==> src/hdl/spr_pkg.sv <==
`default_nettype none
package spr_pkg;

  // Default values of the top level parameters
  localparam int unsigned RECALC_PERIOD_US_DEF = 100000;
  localparam int unsigned EXP_TABLE_DEPTH_DEF  = 256;

  // Field widths
  localparam int unsigned REQ_W      = 2;
  localparam int unsigned TICK_W     = 20;
  localparam int unsigned PWR_W      = 15;
  localparam int unsigned SPP_W      = 13;
  localparam int unsigned START_W    = 7;
  localparam int unsigned SHAPE_W    = 8;
  localparam int unsigned CFG_IDX_W  = 2;
  localparam int unsigned CFG_DATA_W = 13;

  // Shared divider widths
  localparam int unsigned DIV_NW = 58;
  localparam int unsigned DIV_DW = 46;

  // Arithmetic constants
  localparam logic [PWR_W-1:0] FULL_SCALE = 15'd25600;
  localparam logic [45:0]      ONE_Q24    = 46'd16777216;
  localparam logic [63:0]      LN2_Q32    = 64'd2977044472;
  localparam logic [32:0]      LOG2E_Q32  = 33'd6196328019;
  localparam logic [19:0]      US_PER_S   = 20'd1000000;
  localparam logic [4:0]       MAX_SHIFT  = 5'd20;

  // ceil(LOG2E_Q32 * 2^48 / 65536000): exponent is (mag * p * EXP_RECIP) >> 48,
  // exact for every mag * p below 2^22
  localparam logic [54:0] EXP_RECIP    =
    55'(((128'(LOG2E_Q32) << 29) + 128'd124) / 128'd125);
  localparam logic [27:0] EXP_RECIP_LO = EXP_RECIP[27:0];
  localparam logic [26:0] EXP_RECIP_HI = EXP_RECIP[54:28];

  typedef enum logic [1:0] {
    REQ_TICK  = 2'd0,
    REQ_START = 2'd1,
    REQ_RESET = 2'd2,
    REQ_NONE  = 2'd3
  } req_t;

  typedef enum logic [1:0] {
    CFG_SECONDS_PER_PERCENT = 2'd0,
    CFG_START_LEVEL         = 2'd1,
    CFG_SHAPE_TENTHS        = 2'd2
  } cfg_idx_t;

  typedef enum logic [3:0] {
    OP_NONE,
    OP_LOAD,
    OP_UPDATE,
    OP_RC_MUL,
    OP_RC_DIV,
    OP_RC_END,
    OP_PW_CHK,
    OP_SH_INIT,
    OP_SH_MUL,
    OP_SH_DIV,
    OP_SH_POW,
    OP_SH_SHIFT,
    OP_SH_NUM,
    OP_SH_END,
    OP_OUT
  } dp_op_t;

  typedef enum logic [4:0] {
    S_IDLE,
    S_UPDATE,
    S_RC_MUL,
    S_RC_DIV,
    S_RC_WAIT,
    S_RC_END,
    S_PW_CHK,
    S_SH_INIT,
    S_SH_MUL,
    S_SH_DIV,
    S_SH_POW,
    S_SH_SHIFT,
    S_SH_NUM,
    S_SH_NWAIT,
    S_SH_END,
    S_DONE
  } ctrl_state_t;

  typedef struct packed {
    dp_op_t op;
  } dp_cmd_t;

  typedef struct packed {
    logic div_busy;
    logic recalc_due;
    logic shaped;
    logic pass;
  } dp_status_t;

  // One entry of the Q30 table of 2^(i/depth); v is i*ln2/depth in Q32
  function automatic logic [31:0] pow2_entry(logic [31:0] v);
    logic [63:0] sum;
    logic [63:0] term;
    sum  = 64'h1_0000_0000;
    term = 64'h1_0000_0000;
    for (int n = 1; n <= 24; n++) begin
      term = ((term * 64'(v)) >> 32) / 64'(n);
      sum  = sum + term;
    end
    return sum[33:2];
  endfunction

endpackage
`default_nettype wire

==> src/hdl/spr_ctrl.sv <==
`default_nettype none
module spr_ctrl (
  input  wire logic                 clk,
  input  wire logic                 rst,
  input  wire logic                 in_valid,
  output logic                      in_ready,
  input  wire logic                 out_ready,
  output logic                      out_valid,
  input  wire spr_pkg::dp_status_t  status,
  output spr_pkg::dp_cmd_t          cmd
);

  spr_pkg::ctrl_state_t state;
  spr_pkg::ctrl_state_t state_next;
  logic                 out_load;

  always_ff @(posedge clk) begin
    if (rst) begin
      state     <= spr_pkg::S_IDLE;
      out_valid <= 1'b0;
    end else begin
      state <= state_next;
      if (out_load) begin
        out_valid <= 1'b1;
      end else if (out_ready) begin
        out_valid <= 1'b0;
      end
    end
  end

  // Sequence one item through update, recalculation and shaping
  always_comb begin
    state_next = state;
    cmd.op     = spr_pkg::OP_NONE;
    in_ready   = 1'b0;
    out_load   = 1'b0;
    unique case (state)
      spr_pkg::S_IDLE: begin
        in_ready = 1'b1;
        if (in_valid) begin
          cmd.op     = spr_pkg::OP_LOAD;
          state_next = spr_pkg::S_UPDATE;
        end
      end
      spr_pkg::S_UPDATE: begin
        cmd.op = spr_pkg::OP_UPDATE;
        if (status.recalc_due) begin
          state_next = spr_pkg::S_RC_MUL;
        end else begin
          state_next = spr_pkg::S_PW_CHK;
        end
      end
      spr_pkg::S_RC_MUL: begin
        cmd.op     = spr_pkg::OP_RC_MUL;
        state_next = spr_pkg::S_RC_DIV;
      end
      spr_pkg::S_RC_DIV: begin
        cmd.op     = spr_pkg::OP_RC_DIV;
        state_next = spr_pkg::S_RC_WAIT;
      end
      spr_pkg::S_RC_WAIT: begin
        if (!status.div_busy) begin
          state_next = spr_pkg::S_RC_END;
        end
      end
      spr_pkg::S_RC_END: begin
        cmd.op     = spr_pkg::OP_RC_END;
        state_next = spr_pkg::S_PW_CHK;
      end
      spr_pkg::S_PW_CHK: begin
        cmd.op = spr_pkg::OP_PW_CHK;
        if (status.shaped) begin
          state_next = spr_pkg::S_SH_INIT;
        end else begin
          state_next = spr_pkg::S_DONE;
        end
      end
      spr_pkg::S_SH_INIT: begin
        cmd.op     = spr_pkg::OP_SH_INIT;
        state_next = spr_pkg::S_SH_MUL;
      end
      spr_pkg::S_SH_MUL: begin
        cmd.op     = spr_pkg::OP_SH_MUL;
        state_next = spr_pkg::S_SH_DIV;
      end
      spr_pkg::S_SH_DIV: begin
        cmd.op     = spr_pkg::OP_SH_DIV;
        state_next = spr_pkg::S_SH_POW;
      end
      spr_pkg::S_SH_POW: begin
        cmd.op     = spr_pkg::OP_SH_POW;
        state_next = spr_pkg::S_SH_SHIFT;
      end
      spr_pkg::S_SH_SHIFT: begin
        cmd.op = spr_pkg::OP_SH_SHIFT;
        if (status.pass) begin
          state_next = spr_pkg::S_SH_NUM;
        end else begin
          state_next = spr_pkg::S_SH_INIT;
        end
      end
      spr_pkg::S_SH_NUM: begin
        cmd.op     = spr_pkg::OP_SH_NUM;
        state_next = spr_pkg::S_SH_NWAIT;
      end
      spr_pkg::S_SH_NWAIT: begin
        if (!status.div_busy) begin
          state_next = spr_pkg::S_SH_END;
        end
      end
      spr_pkg::S_SH_END: begin
        cmd.op     = spr_pkg::OP_SH_END;
        state_next = spr_pkg::S_DONE;
      end
      spr_pkg::S_DONE: begin
        if (!out_valid || out_ready) begin
          cmd.op     = spr_pkg::OP_OUT;
          out_load   = 1'b1;
          state_next = spr_pkg::S_IDLE;
        end
      end
      default: ;
    endcase
  end

endmodule
`default_nettype wire
==> config.mk <==
export PLATFORM = sky130hd
export DESIGN_NAME = spr_ctrl
export DESIGN_NICKNAME = d
export VERILOG_FILES = /design/src/hdl/spr_pkg.sv /design/src/hdl/spr_ctrl.sv
export SDC_FILE = /design/constraint.sdc
export NUM_CORES = 1
export LEC_CHECK = 0
export CAP_MARGIN = 0
export CORE_AREA = 3 3 40 42
export DETAILED_ROUTE_END_ITERATION = 7
export DIE_AREA = 0 0 43 45
export DONT_BUFFER_PORTS = 1
export GPL_TIMING_DRIVEN = 0
export PLACE_DENSITY = 0.47
export SYNTH_ARGS = -nofsm -noshare
export SYNTH_HDL_FRONTEND = slang
export SYNTH_SLANG_ARGS = --single-unit
==> constraint.sdc <==
create_clock -name clk -period 2.4 [get_ports clk]
set_clock_uncertainty 0.2 [all_clocks]
set_input_delay 0.36 -clock clk [delete_from_list [all_inputs] [get_ports clk]]
set_output_delay 0.36 -clock clk [all_outputs]
set_load 0.02 [all_outputs]
==> flow_summary.yaml <==
power:
  p_int_uw: 226
  p_switching_uw: 156
  power.density_mw_per_mm2: 790
  power.total_uw: 382
  leakagePower_uw: 0.000169
  p_clk_share_pct: 24.7
  seqPwrFrac_pct: 26.8
  combPwrFrac_pct: 48.5
  swShare_pct: 40.8
  vdd_drop_max_uv: 335
route:
  routed_via_density: 5.51
  drtIter0Drc: 10
  antenna_left: 0
  vias: 408
  wirelength_um: 991
  firstDrtPassIters: 4
  drc: 0
  wl_per_cell_um: 13.4
floorplanning:
  die_h_um: 45
  die_w_um: 43
  fp.dieArea_mm2: 0.00194
  start_util_pct: 33.4
  rows: 13
  coreArea_mm2: 0.00128
  io_pins: 14
clock_network:
  cts_setup_buffers: 0
  cts.reportedPaths.clkPinSlew_ns: 0.04
  cts_buffer_depth: 2
  cts_tree: "done"
  clk_latency_ns: 0.24
  h-tree-depth: 1
  cts_made_buffers: 3
  ctsHoldBuffers: 1
  post_cts_resize_count: 0
  root_buffer: "clkbuf_4"
  clock-sinks: 5
setup_path:
  r2r-start: "state[2]$_SDFFE_PP0P_"
  max_stage_delay_ns: 0.90
  crit_required_ns: 1.84
  reg2reg_slack_ns: 0.30
  start_kind: "flip-flop"
  r2r-end: "state[0]$_SDFFE_PP0P_"
  critPathSlowestCell: "nor4_1"
  crit_type: "reg2out"
  worst-r2r-cell-count: 5
  cp_data_arrival_time_ns: 1.57
  cp_max_fo: 7
  cp_top_family: "simple AND/OR/NAND/NOR gates"
  crit_buf_inv: 1
  crit_path_end_kind: "output port"
  worstPathCellList: "buf_2 -> nor4_1"
layout:
  fillers: 142
  finalNonFillerCells: 74
  fin_util_pct: 37.7
  num_antenna_cells: 0
  nNetsFinal: 68
  drive_gt1_share_pct: 22.0
  area_growth_pct: 12.8
logic_synthesis:
  synth_cells: 54
  syn_area_um2: 429
  ys_seq_area_share_pct: 23.3
  syn_nets: 62
  async_reset_ff_share_pct: 0
  synth.distinct_cells: 28
  synthFlopType: "dfxtp_1"
  yosys.area.top_type_share_pct: 23.3
  synthTopCellsByArea: "dfxtp_1 23%, a21oi_1 9.3%, nor3b_1 5.2%"
  ys_ff_latch: 5
  synthTopCellsByCount: "8 x a21oi_1, 5 x dfxtp_1"
  yosysMostFrequentCell: "a21oi_1"
  syn_area_per_cell_um2: 7.95
  synth_top_area_cell: "dfxtp_1"
  synth-edff-count: 0
  yosys_warnings: 0
timing:
  period_minus_slack_ns: 2.13
  fin_setup_tns_ns: 0
  setup_viol: 0
  slew_violations: 0
  maxClockFrequency_mhz: 470
  slew_headroom_pct: 28.8
  timing.final.crit_share_pct: 88.6
  finalHoldViolations: 0
  setup_ws_ns: 0.273
  rsz0062_at_grt: "false"
  worstMarginPinSlew_ns: 1.06
status:
  outcome: "complete, no violations"
placement:
  port_buffers: 0
  placedCellCount: 69
  globalplace.congestion: 0.686
  place_ws_ns: 0.295
min_path:
  worstHoldPathType: "in2reg"
  hold_start: "rst"
  holdPathStages: 2
  hold_end: "state[3]$_SDFFE_PP0P_"
global_route:
  grt_pass1_vias: 344
  grt_pass1_wl_um: 1570
  grt_remaining_overflow: 0
  grt_max_degree: 11
  grt_util_all_layers_pct: 11.0
  antenna_found_initial: 0
flow_run:
  maxCapViolCount: 0
area by class of cell:
cell class | count | area [um^2] | area share, %
inverter | 1 | 3.75 | 0.775
clock buffer | 4 | 26.3 | 5.43
multi-input combinational | 42 | 292 | 60.2
tap | 15 | 18.8 | 3.88
sequential | 5 | 100 | 20.7
buffer | 6 | 33.8 | 6.98
timing repair buffer | 1 | 10.0 | 2.07
worst max-delay path by stage:
stage	depth (start not counted)	slack (ns)	start	end
2_1_floorplan	5	0.50	state[2]$_SDFFE_PP0P_	state[0]$_SDFFE_PP0P_
3_3_place_gp	5	0.29	state[2]$_SDFFE_PP0P_	state[0]$_SDFFE_PP0P_
3_5_place_dp	5	0.30	state[2]$_SDFFE_PP0P_	state[0]$_SDFFE_PP0P_
4_1_cts	2	0.25	state[2]$_SDFFE_PP0P_	in_ready
5_1_grt	5	0.13	state[2]$_SDFFE_PP0P_	cmd[0]
6_report	2	0.27	state[2]$_SDFFE_PP0P_	in_ready
cell families (layout without fill, tap and decap cells):
group	Yosys count	count (layout)	share of synthesized area, %
buffers and inverters	7	12	8.74
muxes	1	1	2.62
AOI/OAI and AO/OA	21	21	35.3
and+or+nand+nor	17	17	21.9
xor gates and xnor gates	2	2	5.83
adders and majority gates	1	1	2.33
DFF	5	5	23.3
per-layer routing:
layer  GRT usage [%]  part of all wire [%]  up-vias
met5               0                     0        -
met4            1.81                     0        0
met3            5.58                   6.3        0
met2            16.2                    46       12
met1            14.8                    48      182
li1                -                     -      214
cell usage in the layout, fill, tap and decap left out, types with 2 or more instances in the layout:
| master | n |
|---|---|
| a31oi_1 | 2 |
| clkbuf_4 | 3 |
| nand2b_1 | 3 |
| a21oi_1 | 8 |
| clkbuf_1 | 3 |
| dfxtp_1 | 5 |
| buf_2 | 3 |
| nor2_1 | 2 |
| nand2_1 | 3 |
| o21ai_0 | 2 |
| a311oi_1 | 2 |
| nor3b_1 | 3 |
| nand3_1 | 3 |
power by group through the flow:
stage	Sequential, uW	Combinational (uW)	Clock [uW]
detailed placement	104	185	0
floorplan	103	161	0
finish	102	185	94.5
CTS	102	187	102
global route	104	205	105
global placement	104	186	0
state kept, by name, summed over array words and instances (netlist names):
| register | count |
|---|---|
| state | 4 |
| out_valid | 1 |
per-stage QoR:
step	hold slack (ns)	area [um^2]
after floorplan	0.229	429
after global placement	0.233	448
after detailed placement	0.232	448
after CTS	0.159	484
after global routing	0.162	484
final	0.169	484
No activity file was read; power rests on OpenSTA's default activity.
